<file path="config.mk">
export PLATFORM = sky130hd
export DESIGN_NAME = descending_exchange_sort
export DESIGN_NICKNAME = d
export VERILOG_FILES = /design/src/rtl/dxs_pkg.sv /design/src/rtl/dxs_ram.sv /design/src/rtl/dxs_datapath.sv /design/src/rtl/dxs_ctrl.sv /design/src/rtl/descending_exchange_sort.sv
export VERILOG_INCLUDE_DIRS = /design/src /design/src/rtl
export SDC_FILE = /design/constraint.sdc
export NUM_CORES = 2
export LEC_CHECK = 0
export ABC_AREA = 1
export BUFFER_PORTS_ARGS = -buffer_cell sky130_fd_sc_hd__buf_4
export CAP_MARGIN = 20
export CELL_PAD_IN_SITES_DETAIL_PLACEMENT = 1
export CELL_PAD_IN_SITES_GLOBAL_PLACEMENT = 2
export CORE_AREA = 2 2 715 539
export CTS_CLUSTER_DIAMETER = 50
export DETAILED_ROUTE_END_ITERATION = 16
export DIE_AREA = 0 0 717 541
export PLACE_DENSITY_LB_ADDON = 0.1
export RECOVER_POWER = 100
export REMOVE_ABC_BUFFERS = 1
export SLEW_MARGIN = 10
export SYNTH_ARGS = -nofsm -noshare
export SYNTH_HDL_FRONTEND = slang
export SYNTH_SLANG_ARGS = --single-unit
</file>
<file path="constraint.sdc">
create_clock -name clk -period 6.85 [get_ports clk]
set_input_delay 1.0275 -clock clk [delete_from_list [all_inputs] [get_ports clk]]
set_output_delay 1.0275 -clock clk [all_outputs]
set_load 0.05 [all_outputs]
</file>
<file path="src/rtl/descending_exchange_sort_assert.svh">
// Assertion macros shared by the descending exchange sort RTL.
// Each macro expects clk and rst_n to be in scope at the point of use.
`ifndef DESCENDING_EXCHANGE_SORT_ASSERT_SVH
`define DESCENDING_EXCHANGE_SORT_ASSERT_SVH

// Condition that must hold on every clock edge out of reset
`define DXS_ASSERT_ALWAYS(lbl, cond, msg) \
  lbl: assert property (@(posedge clk) disable iff (!rst_n) (cond)) else $error(msg);

// Antecedent in one cycle implies consequent in the next cycle
`define DXS_ASSERT_NEXT(lbl, ante, cons, msg) \
  lbl: assert property (@(posedge clk) disable iff (!rst_n) (ante) |=> (cons)) else $error(msg);

`endif

</file>
<file path="src/rtl/dxs_pkg.sv">
// Package for the descending exchange sort: sizes, entry type, FSM states,
// and the command/status structs between controller and datapath. No dependencies.
package dxs_pkg;

  localparam int MAX_ENTRIES = 64;
  localparam int IDX_W       = $clog2(MAX_ENTRIES);
  localparam int CNT_W       = $clog2(MAX_ENTRIES + 1);
  localparam int SCORE_W     = 24;
  localparam int TAG_W       = 8;

  typedef logic [SCORE_W-1:0] score_t;
  typedef logic [TAG_W-1:0]   tag_t;
  typedef logic [IDX_W-1:0]   idx_t;
  typedef logic [CNT_W-1:0]   cnt_t;

  // One stored pair, score in the low bits
  typedef struct packed {
    tag_t   tag;
    score_t score;
  } entry_t;

  localparam int ENTRY_W = $bits(entry_t);

  typedef enum logic [2:0] {
    S_LOAD,   // collecting entries
    S_I_RD,   // check outer bound, read entry i
    S_I_LD,   // latch entry i as current, read first j
    S_J,      // inner pass: compare/swap against j, stream reads
    S_I_WR,   // write current back to position i
    S_E_RD,   // read entry for emission
    S_E_LD    // load output register
  } state_t;

  // Controller -> datapath
  typedef struct packed {
    logic in_wr;     // store an input entry
    logic cnt_clr;   // close the set
    logic i_clr;
    logic i_inc;
    logic j_set;     // j = i + 1
    logic rd_j;      // read at j, advance j, remember pending index
    logic cur_load;  // current = read data
    logic cmp_en;    // compare read data with current, swap on greater
    logic wr_i;      // write current to position i
    logic out_load;  // read data into output register
  } dxs_cmd_t;

  // Datapath -> controller
  typedef struct packed {
    logic i_last;    // i + 1 >= entry count
    logic j_end;     // j >= entry count
    logic out_free;  // output register empty
  } dxs_sts_t;

endpackage

</file>
<file path="src/rtl/dxs_ram.sv">
// Generic single-write, single-read RAM with registered read data.
// No dependencies.
module dxs_ram #(
  parameter int WIDTH = 8,
  parameter int DEPTH = 64
) (
  input  logic                     clk,
  input  logic                     we,
  input  logic [$clog2(DEPTH)-1:0] waddr,
  input  logic [WIDTH-1:0]         wdata,
  input  logic [$clog2(DEPTH)-1:0] raddr,
  output logic [WIDTH-1:0]         rdata
);

  logic [WIDTH-1:0] mem [DEPTH];
  logic [WIDTH-1:0] rdata_r;

  always_ff @(posedge clk) begin
    if (we) begin
      mem[waddr] <= wdata;
    end
    rdata_r <= mem[raddr];
  end

  assign rdata = rdata_r;

endmodule

</file>
<file path="src/rtl/dxs_datapath.sv">
// Datapath of the descending exchange sort: entry RAM, counters, current-entry
// register, comparator and output register. Depends on dxs_pkg and dxs_ram.
module dxs_datapath (
  input  logic              clk,
  input  logic              rst_n,
  input  dxs_pkg::dxs_cmd_t cmd,
  output dxs_pkg::dxs_sts_t sts,
  input  dxs_pkg::score_t   in_score,
  input  dxs_pkg::tag_t     in_tag,
  input  logic              out_tready,
  output logic              out_tvalid,
  output dxs_pkg::score_t   out_score,
  output dxs_pkg::tag_t     out_tag,
  output logic              out_last
);

`include "descending_exchange_sort_assert.svh"

  dxs_pkg::cnt_t   cnt_r, cnt_nxt;
  dxs_pkg::cnt_t   i_r, i_nxt;
  dxs_pkg::cnt_t   j_r, j_nxt;
  dxs_pkg::idx_t   pj_r, pj_nxt;
  dxs_pkg::entry_t cur_r, cur_nxt;
  dxs_pkg::entry_t out_r, out_nxt;
  logic            out_valid_r, out_valid_nxt;
  logic            out_last_r, out_last_nxt;

  dxs_pkg::entry_t rdata;
  dxs_pkg::entry_t wdata;
  dxs_pkg::idx_t   waddr;
  dxs_pkg::idx_t   raddr;
  logic            we;
  logic            full;
  logic            swap;
  dxs_pkg::cnt_t   i_plus1;

  assign full    = (cnt_r == dxs_pkg::CNT_W'(dxs_pkg::MAX_ENTRIES));
  assign i_plus1 = i_r + dxs_pkg::CNT_W'(1);
  assign swap    = cmd.cmp_en && (cur_r.score < rdata.score);

  // Status back to the controller
  assign sts.i_last   = (i_plus1 >= cnt_r);
  assign sts.j_end    = (j_r >= cnt_r);
  assign sts.out_free = !out_valid_r;

  // RAM port muxing; write sources are exclusive by controller state
  always_comb begin
    raddr = cmd.rd_j ? j_r[dxs_pkg::IDX_W-1:0] : i_r[dxs_pkg::IDX_W-1:0];
    we    = 1'b0;
    waddr = i_r[dxs_pkg::IDX_W-1:0];
    wdata = cur_r;
    if (cmd.in_wr) begin
      we          = !full;
      waddr       = cnt_r[dxs_pkg::IDX_W-1:0];
      wdata.score = in_score;
      wdata.tag   = in_tag;
    end else if (swap) begin
      we    = 1'b1;
      waddr = pj_r;
    end else if (cmd.wr_i) begin
      we = 1'b1;
    end
  end

  dxs_ram #(
    .WIDTH(dxs_pkg::ENTRY_W),
    .DEPTH(dxs_pkg::MAX_ENTRIES)
  ) u_ram (
    .clk  (clk),
    .we   (we),
    .waddr(waddr),
    .wdata(wdata),
    .raddr(raddr),
    .rdata(rdata)
  );

  // Counters and current entry
  always_comb begin
    cnt_nxt = cnt_r;
    if (cmd.cnt_clr) begin
      cnt_nxt = '0;
    end else if (cmd.in_wr && !full) begin
      cnt_nxt = cnt_r + dxs_pkg::CNT_W'(1);
    end

    i_nxt = i_r;
    if (cmd.i_clr) begin
      i_nxt = '0;
    end else if (cmd.i_inc) begin
      i_nxt = i_plus1;
    end

    j_nxt  = j_r;
    pj_nxt = pj_r;
    if (cmd.j_set) begin
      j_nxt = i_plus1;
    end else if (cmd.rd_j) begin
      j_nxt  = j_r + dxs_pkg::CNT_W'(1);
      pj_nxt = j_r[dxs_pkg::IDX_W-1:0];
    end

    cur_nxt = (cmd.cur_load || swap) ? rdata : cur_r;
  end

  // Output register
  always_comb begin
    out_r_hold: begin
      out_nxt       = out_r;
      out_last_nxt  = out_last_r;
      out_valid_nxt = out_valid_r;
    end
    if (cmd.out_load) begin
      out_nxt       = rdata;
      out_last_nxt  = sts.i_last;
      out_valid_nxt = 1'b1;
    end else if (out_tready) begin
      out_valid_nxt = 1'b0;
    end
  end

  always_ff @(posedge clk) begin
    if (!rst_n) begin
      cnt_r       <= '0;
      i_r         <= '0;
      j_r         <= '0;
      out_valid_r <= 1'b0;
    end else begin
      cnt_r       <= cnt_nxt;
      i_r         <= i_nxt;
      j_r         <= j_nxt;
      out_valid_r <= out_valid_nxt;
    end
  end

  always_ff @(posedge clk) begin
    pj_r       <= pj_nxt;
    cur_r      <= cur_nxt;
    out_r      <= out_nxt;
    out_last_r <= out_last_nxt;
  end

  assign out_tvalid = out_valid_r;
  assign out_score  = out_r.score;
  assign out_tag    = out_r.tag;
  assign out_last   = out_last_r;

  `DXS_ASSERT_ALWAYS(a_cnt_range, cnt_r <= dxs_pkg::CNT_W'(dxs_pkg::MAX_ENTRIES), "entry count overflow")
  `DXS_ASSERT_ALWAYS(a_out_no_overwrite, !cmd.out_load || !out_valid_r, "output register overwritten")
  `DXS_ASSERT_ALWAYS(a_swap_after_i, !swap || (dxs_pkg::CNT_W'(pj_r) > i_r), "swap target not after i")

endmodule

</file>
<file path="src/rtl/dxs_ctrl.sv">
// Controller FSM of the descending exchange sort: load, outer/inner sort
// passes and emission. Depends on dxs_pkg.
module dxs_ctrl (
  input  logic              clk,
  input  logic              rst_n,
  input  logic              in_tvalid,
  input  logic              in_tlast,
  output logic              in_tready,
  input  dxs_pkg::dxs_sts_t sts,
  output dxs_pkg::dxs_cmd_t cmd
);

`include "descending_exchange_sort_assert.svh"

  dxs_pkg::state_t state_r, state_nxt;

  // Next state
  always_comb begin
    state_nxt = state_r;
    unique case (state_r)
      dxs_pkg::S_LOAD: begin
        if (in_tvalid && in_tlast) state_nxt = dxs_pkg::S_I_RD;
      end
      dxs_pkg::S_I_RD: begin
        state_nxt = sts.i_last ? dxs_pkg::S_E_RD : dxs_pkg::S_I_LD;
      end
      dxs_pkg::S_I_LD: state_nxt = dxs_pkg::S_J;
      dxs_pkg::S_J: begin
        if (sts.j_end) state_nxt = dxs_pkg::S_I_WR;
      end
      dxs_pkg::S_I_WR: state_nxt = dxs_pkg::S_I_RD;
      dxs_pkg::S_E_RD: begin
        if (sts.out_free) state_nxt = dxs_pkg::S_E_LD;
      end
      dxs_pkg::S_E_LD: begin
        state_nxt = sts.i_last ? dxs_pkg::S_LOAD : dxs_pkg::S_E_RD;
      end
      default: state_nxt = dxs_pkg::S_LOAD;
    endcase
  end

  // Outputs
  always_comb begin
    cmd       = '0;
    in_tready = 1'b0;
    unique case (state_r)
      dxs_pkg::S_LOAD: begin
        in_tready = 1'b1;
        cmd.in_wr = in_tvalid;
        cmd.i_clr = in_tvalid && in_tlast;
      end
      dxs_pkg::S_I_RD: begin
        cmd.i_clr = sts.i_last;
        cmd.j_set = !sts.i_last;
      end
      dxs_pkg::S_I_LD: begin
        cmd.cur_load = 1'b1;
        cmd.rd_j     = 1'b1;
      end
      dxs_pkg::S_J: begin
        cmd.cmp_en = 1'b1;
        cmd.rd_j   = !sts.j_end;
      end
      dxs_pkg::S_I_WR: begin
        cmd.wr_i  = 1'b1;
        cmd.i_inc = 1'b1;
      end
      dxs_pkg::S_E_RD: begin
        cmd = '0;
      end
      dxs_pkg::S_E_LD: begin
        cmd.out_load = 1'b1;
        cmd.i_inc    = 1'b1;
        cmd.cnt_clr  = sts.i_last;
      end
      default: cmd = '0;
    endcase
  end

  always_ff @(posedge clk) begin
    if (!rst_n) begin
      state_r <= dxs_pkg::S_LOAD;
    end else begin
      state_r <= state_nxt;
    end
  end

  `DXS_ASSERT_NEXT(a_last_emit_returns, (state_r == dxs_pkg::S_E_LD) && sts.i_last, state_r == dxs_pkg::S_LOAD, "set did not close after last result")
  `DXS_ASSERT_NEXT(a_inner_ends, (state_r == dxs_pkg::S_J) && sts.j_end, state_r == dxs_pkg::S_I_WR, "inner pass did not end")

endmodule

</file>
<file path="src/rtl/descending_exchange_sort.sv">
// Descending exchange sort of up to 64 (score, tag) pairs. Load: one item per cycle while
// in the load state; in_tready is low while sorting and emitting. Sort: one compare per
// cycle in the inner pass, through the single write and single read port of the entry RAM.
// Emission: a result is loaded into the output register only once the previous one is taken.
// The output register lets the next set load while the final result waits.
// Reset (rst_n low, synchronous) empties the set and output register; RAM is not cleared.
module descending_exchange_sort (
  input  logic        clk,
  input  logic        rst_n,
  input  logic        in_tvalid,
  output logic        in_tready,
  input  logic [31:0] in_tdata,   // [23:0] score, [31:24] tag
  input  logic        in_tlast,   // last_entry
  output logic        out_tvalid,
  input  logic        out_tready,
  output logic [31:0] out_tdata,  // [23:0] sorted_score, [31:24] sorted_tag
  output logic        out_tlast   // last_result
);

  dxs_pkg::dxs_cmd_t cmd;
  dxs_pkg::dxs_sts_t sts;
  dxs_pkg::score_t   out_score;
  dxs_pkg::tag_t     out_tag;

  dxs_ctrl u_ctrl (
    .clk      (clk),
    .rst_n    (rst_n),
    .in_tvalid(in_tvalid),
    .in_tlast (in_tlast),
    .in_tready(in_tready),
    .sts      (sts),
    .cmd      (cmd)
  );

  dxs_datapath u_dp (
    .clk       (clk),
    .rst_n     (rst_n),
    .cmd       (cmd),
    .sts       (sts),
    .in_score  (in_tdata[23:0]),
    .in_tag    (in_tdata[31:24]),
    .out_tready(out_tready),
    .out_tvalid(out_tvalid),
    .out_score (out_score),
    .out_tag   (out_tag),
    .out_last  (out_tlast)
  );

  assign out_tdata = {out_tag, out_score};

endmodule
</file>
=== Word level (Yosys, flattened, before mapping) ===
Memories as Yosys holds them, arrays and structs flattened. A register that Yosys moved wholly into a read port is not among the register bits.
Index checks and enable logic that the tools add are counted.

* Register bits: 96
* RAM bits: 2048
* Input bits: 37
* Output and inout bits: 35
* Logic and storage cells: 75
* Memories: 1

* $add $sub $neg: 3
* $lt $le $gt $ge: 3
* Eq/ne operators: 10
* Multiplexer cells: 30
* Bitwise operators: 2
* Reduce and logical (&&, ||, !) cells: 15

{| class="wikitable"
|+ Memories
! memory !! words !! bits a word !! read ports !! clocked after memory_dff !! write ports !! RTL line !! RTL
|-
| u_dp.u_ram.mem || 64 || 32 || 1 || 1 || 1 || dxs_ram.sv:15 || <nowiki>logic [WIDTH-1:0] mem [DEPTH];</nowiki>
|}

{| class="wikitable"
|+ Operators with widths
! operator !! count
|-
| $mux 32 || 1
|-
| $lt 24x24->1 || 1
|-
| $add 7x1->7 const B || 3
|-
| $pmux 3 s7 || 1
|-
| $mux 6 || 3
|-
| $mux 1 || 16
|-
| $mux 3 || 5
|-
| $ge 7x7->1 || 2
|-
| $mux 7 || 2
|-
| $eq 3x3->1 const B || 3
|-
| $eq 7x7->1 const B || 1
|-
| $eq 3x2->1 const B || 2
|-
| $reduce_or 2->1 || 3
|-
| $ne 2x1->1 const B || 2
|-
| $pmux 1 s2 || 2
|-
| $reduce_bool 2->1 || 2
|-
| $eq 3x1->1 const B || 1
|-
| $logic_and 1x1->1 || 3
|-
| $logic_not 1->1 || 3
|-
| $logic_not 3->1 || 1
|-
| $reduce_and 3->1 || 1
|-
| $ne 2x2->1 const B || 1
|-
| $not 1->1 || 2
|-
| $reduce_and 2->1 || 1
|-
| $logic_or 1x1->1 || 1
|}

=== Longest topological paths before layout ===
* Depth after elaboration: 7
* Gate-level depth with buffers: 22
* Depth with buffers taken out: 19

=== Modules after synthesis ===
A second synthesis with hierarchy kept.

* Cell total of the unflattened synthesis: 7357
* Area, all modules: 87975.6 sq um

{| class="wikitable"
|+ By module, submodules not included
! module !! times used !! cells each !! area each (sq um) !! seq. area each (sq um)
|-
| dxs_ram || 1 || 6769 || 82738.1 || 62139.6
|-
| dxs_datapath || 1 || 536 || 4968.5 || 2572.5
|-
| dxs_ctrl || 1 || 52 || 269.0 || 60.1
|}

=== Least setup slack after synthesis ===
OpenSTA, ideal clock, no wires.

* Path kind: flip-flop to flip-flop
* From: reg u_ctrl.state_r[1]
* To: mem u_dp.u_ram.mem[15][0] in the netlist's numbering, enable pin
* Arrival: 3659 ps
* Required time: 6429 ps
* Setup slack: 2770 ps
* Cell stages (with the launch flop): 13
* Path through: dfxtp_1 > nor2_1 > inv_1 > nor2_1 > nand2_1 > inv_1 > clkbuf_1 > nand2_1 > nand2_1 > inv_1 > nor2_1 > nand2_1 > nor2_1

* Cells in the longest elaborated chain, start to end: 7
* Elaborated cells on any way between the ends: 14
* Those cells by class: eq/ne: 2; mux: 10; reduce/logical: 2

{| class="wikitable"
|+ Ends and longest elaborated chain
! item !! RTL line !! RTL
|-
| start, declared || dxs_ctrl.sv:15 || <nowiki>dxs_pkg::state_t state_r, state_nxt;</nowiki>
|-
| start signal, assigned || dxs_ctrl.sv:82 || <nowiki>state_r <= dxs_pkg::S_LOAD;</nowiki>
|-
| start signal, assigned || dxs_ctrl.sv:84 || <nowiki>state_r <= state_nxt;</nowiki>
|-
| $eq 3x3->1 / $eq 3x2->1 (equally long branches) || dxs_ctrl.sv:46 || <nowiki>unique case (state_r)</nowiki>
|-
| $mux 1 || dxs_ctrl.sv:46 ||
|-
| $mux 1 / $logic_and 1x1->1 (equally long branches) || dxs_datapath.sv:60, dxs_datapath.sv:39 ||
|-
| $mux 1 || dxs_datapath.sv:57 || <nowiki>end else if (swap) begin</nowiki>
|-
| $mux 1 || dxs_datapath.sv:52 || <nowiki>if (cmd.in_wr) begin</nowiki>
|-
| $mux 1 || dxs_ram.sv:19 || <nowiki>if (we) begin</nowiki>
|-
| $mux 1 (not written as such) || dxs_ram.sv:20 || <nowiki>mem[waddr] <= wdata;</nowiki>
|-
| end, declared || dxs_ram.sv:15 ||
|}

Several ways; a longest one is shown, not always the timed one.

=== Final worst setup path ===
* From: reg u_ctrl.state_r[1]
* To: mem u_dp.u_ram.mem[38][18] in the netlist's numbering, enable pin

The elaborated chain is that of the path after synthesis.

==> reports/results.tsv <==
metric	value	unit
synth-compound-area-share	0.4248	%
highest_layer	met4	
path_cells	nor2_1, inv_1, nor2_1, clkbuf_1, nand2_4, clkinvlp_2, clkbuf_1, nand2_1, nand2_1, nor2_1, nand2_1, nor2_4, clkbuf_2	
rr_startpoint	u_ctrl.state_r[1]$_SDFFE_PN0P_	
synth_simple_gate_area_share	24.00	%
gp_congestion	0.7392	
yosys.area_share.adder	0.5409	%
violations	max-capacitance violations, max-slew violations	
postCtsHoldBufs	0	
ys_warn_count	0	
clkLatencyLatePin	0.96	ns
antenna_left	0	
layout.nets	8561	
wl_met2	167200	um
route.vias.total	65291	
dr.first_iter.drc_count	5277	
drive_above_1_share	9.952	%
cts_root_buf	clkbuf_16	
num-fill-cells	41567	
wl_met3	15180	um
critPathRequiredTime	7.38	ns
fin_area	112700	um2
final_cell_mix	edfxtp_1, nand3_1, nand2_1, inv_1, nand3b_1	
synth_edf_count	2119	
finalSetupViolCount	0	
rr_worst_depth	13	
io_pins	72	
dp_cells	13231	
hold_depth	4	
placed_area	102400	um2
drc_errors	0	
finalHoldViolations	0	
synth_top_family_by_area	simple AND/OR/NAND/NOR gates	
slowest_delay	1.11	ns
avgSynthCellArea	11.27	um2
viasPerCell	4.723	
wl_per_cell	27.55	um
drt-total-wl	380900	um
min_path_type	in -> reg	
first_pass_iters	5	
htreeDepth	5	
timing.final.crit_share	89.24	%
numCtsBuffers	323	
slew_headroom	-155.4	%
yosysSeqAreaShare	68.30	%
cp-start-kind	flip-flop	
maxCapViolCount	31	
synth-xor-area-share	0.08312	%
synth_area	94840	um2
finClkSkew	0.04222	ns
die_y	541	um
cts.reportedPaths.clkPinSlew	0.05	ns
grt_max_degree	125	
multi_input_area	24250	um2
num_rows	197	
ir_drop	0.1655	mV
status	finished with violations	
cp.arrival	6.64	ns
seq_area	64770	um2
grt_pass1_wl	537500	um
synthMuxAreaShare	0	%
synthFlopType	edfxtp_1	
start_util	24.84	%
first_global_vias	67252	
grt_util_all_layers	19.29	%
cts_setup_buffers	0	
worstSetupPathType	reg -> reg	
async_flop_share	0	%
die_w	717	um
slew_violations	1642	
ctsResizeCount	0	
io_buffers	71	
crit_slowest_cell	clkbuf_2	
worstMarginPinSlew	3.831	ns
met1_length	189400	um
core_area	381800	um2
place_hpwl	217500	um
grt_overflow_total	0	
clock-sinks	2176	
cts_max_path_buffers	4	
power	35650	uW
holdCritStartpoint	out_tready	
rsz0062_at_grt	false	
ff2ff_setup_slack	0.74	ns
mostFrequentLayoutCell	edfxtp_1	
ys_types	40	
antenna_found_initial	38	
crit_path_start	u_ctrl.state_r[1]$_SDFFE_PN0P_	
p_per_area	316.3	nW/um2
path_max_fanout	32	
clock.fmax	0.1636	GHz
syn2layout_area_growth	18.83	%
tns	0	ns
power.leakage	0.04222	uW
cts_tree	done	
ys_ff_latch	2176	
dieArea	387900	um2
critPathCaptureType	flip-flop	
fin_cells	13825	
fin_crit	6.113	ns
syn_inst	8412	
## kinds of logic after synthesis
group / count (synthesis)
buffers and inverters: 1555
AND/OR/NAND/NOR: 4564
flip-flops: 2176
adder cells (fa/ha/maj): 41
XOR/XNOR: 9
AO/OA/AOI/OAI: 67
## path summary, 6_finish.rpt
check / endpoint
hold reg to reg: u_dp.cur_r[31]$_DFFE_PP_
setup / recovery: u_dp.u_ram.mem[38][18]$_DFFE_PP_
hold / removal: u_dp.out_tvalid$_SDFFE_PN0P_
setup reg to reg: u_dp.u_ram.mem[38][18]$_DFFE_PP_
## critical path: cells and delay by family, from the launching register on
kind	cells	cell delay, ns
buffers and inverters	5	3.17
flip-flops	1	0.44
AND/OR/NAND/NOR	8	2.00
## registers in the layout (all words and copies together), names as in the netlist, 3 cells and up
register          count
u_dp.j_r              7
u_dp.out_tag          8
u_dp.out_score       24
u_dp.i_r              7
u_dp.u_ram.mem     2048
u_ctrl.state_r        3
u_dp.cur_r           32
u_dp.u_ram.rdata     32
u_dp.pj_r             6
u_dp.cnt_r            7
## final cells by class
cell class / instances / area share [%]
Sequential cell: 2176 / 57.47
Multi-Input combinational cell: 4681 / 21.52
Clock buffer: 376 / 7.544
Tap cell: 5074 / 5.633
Inverter: 992 / 3.321
Timing Repair Buffer: 309 / 2.365
Clock inverter: 208 / 2.124
Antenna cell: 9 / 0.01998
## report_power, final
group	leakage, uW	switching [uW]	internal [uW]
combinational	0.0174	2560	628
sequential	0.0196	91.5	15200
clock	0.00525	6780	10400
total	0.0422	9420	26200
## layer usage
layer / GRT usage [%] / vias to the layer above
met5: 0 / -
met4: 4.540 / 0
met3: 2.088 / 471
met2: 29.79 / 1375
met1: 28.82 / 34015
li1: - / 29430
## synthesized netlist by cell type (2+ instances only)
master	n	area, um2
nand3_1	2085	10440
a211oi_1	8	60.06
o21ai_0	14	70.07
xnor2_1	4	35.03
nand2_1	1563	5867
clkbuf_2	2	10.01
nand3_2	3	30.03
or2_0	19	118.9
dfxtp_1	57	1141
buf_4	29	217.7
nand2_2	2	12.51
inv_1	990	3716
o31ai_1	2	15.01
nand4_1	10	62.56
clkbuf_1	183	686.9
inv_2	2	7.510
ha_1	41	513.0
o21a_1	2	15.01
buf_2	278	1391
nand2_4	2	22.52
nor2_1	97	364.1
or2_2	13	81.33
buf_1	69	259.0
nand3b_1	761	5713
edfxtp_1	2119	63630
nor4_1	2	12.51
nor3b_1	2	15.01
a21oi_1	27	135.1
nor3_1	4	20.02
o21ai_2	3	26.28
a22oi_1	2	15.01
o211ai_1	4	30.03
xor2_1	5	43.79
buf_6	2	22.52
## per-stage QoR
step	util (%)	setup WS [ns]	hold slack, ns
6_report	29.52	0.7369	0.3465
5_1_grt	29.51	0.4371	0.3374
4_1_cts	29.68	1.159	0.2597
3_5_place_dp	26.82	1.164	0.4168
3_3_place_gp	26.82	1.069	0.4237
2_1_floorplan	-	-23.86	0.4037
Note: power is estimated with default switching activity, not from simulation.
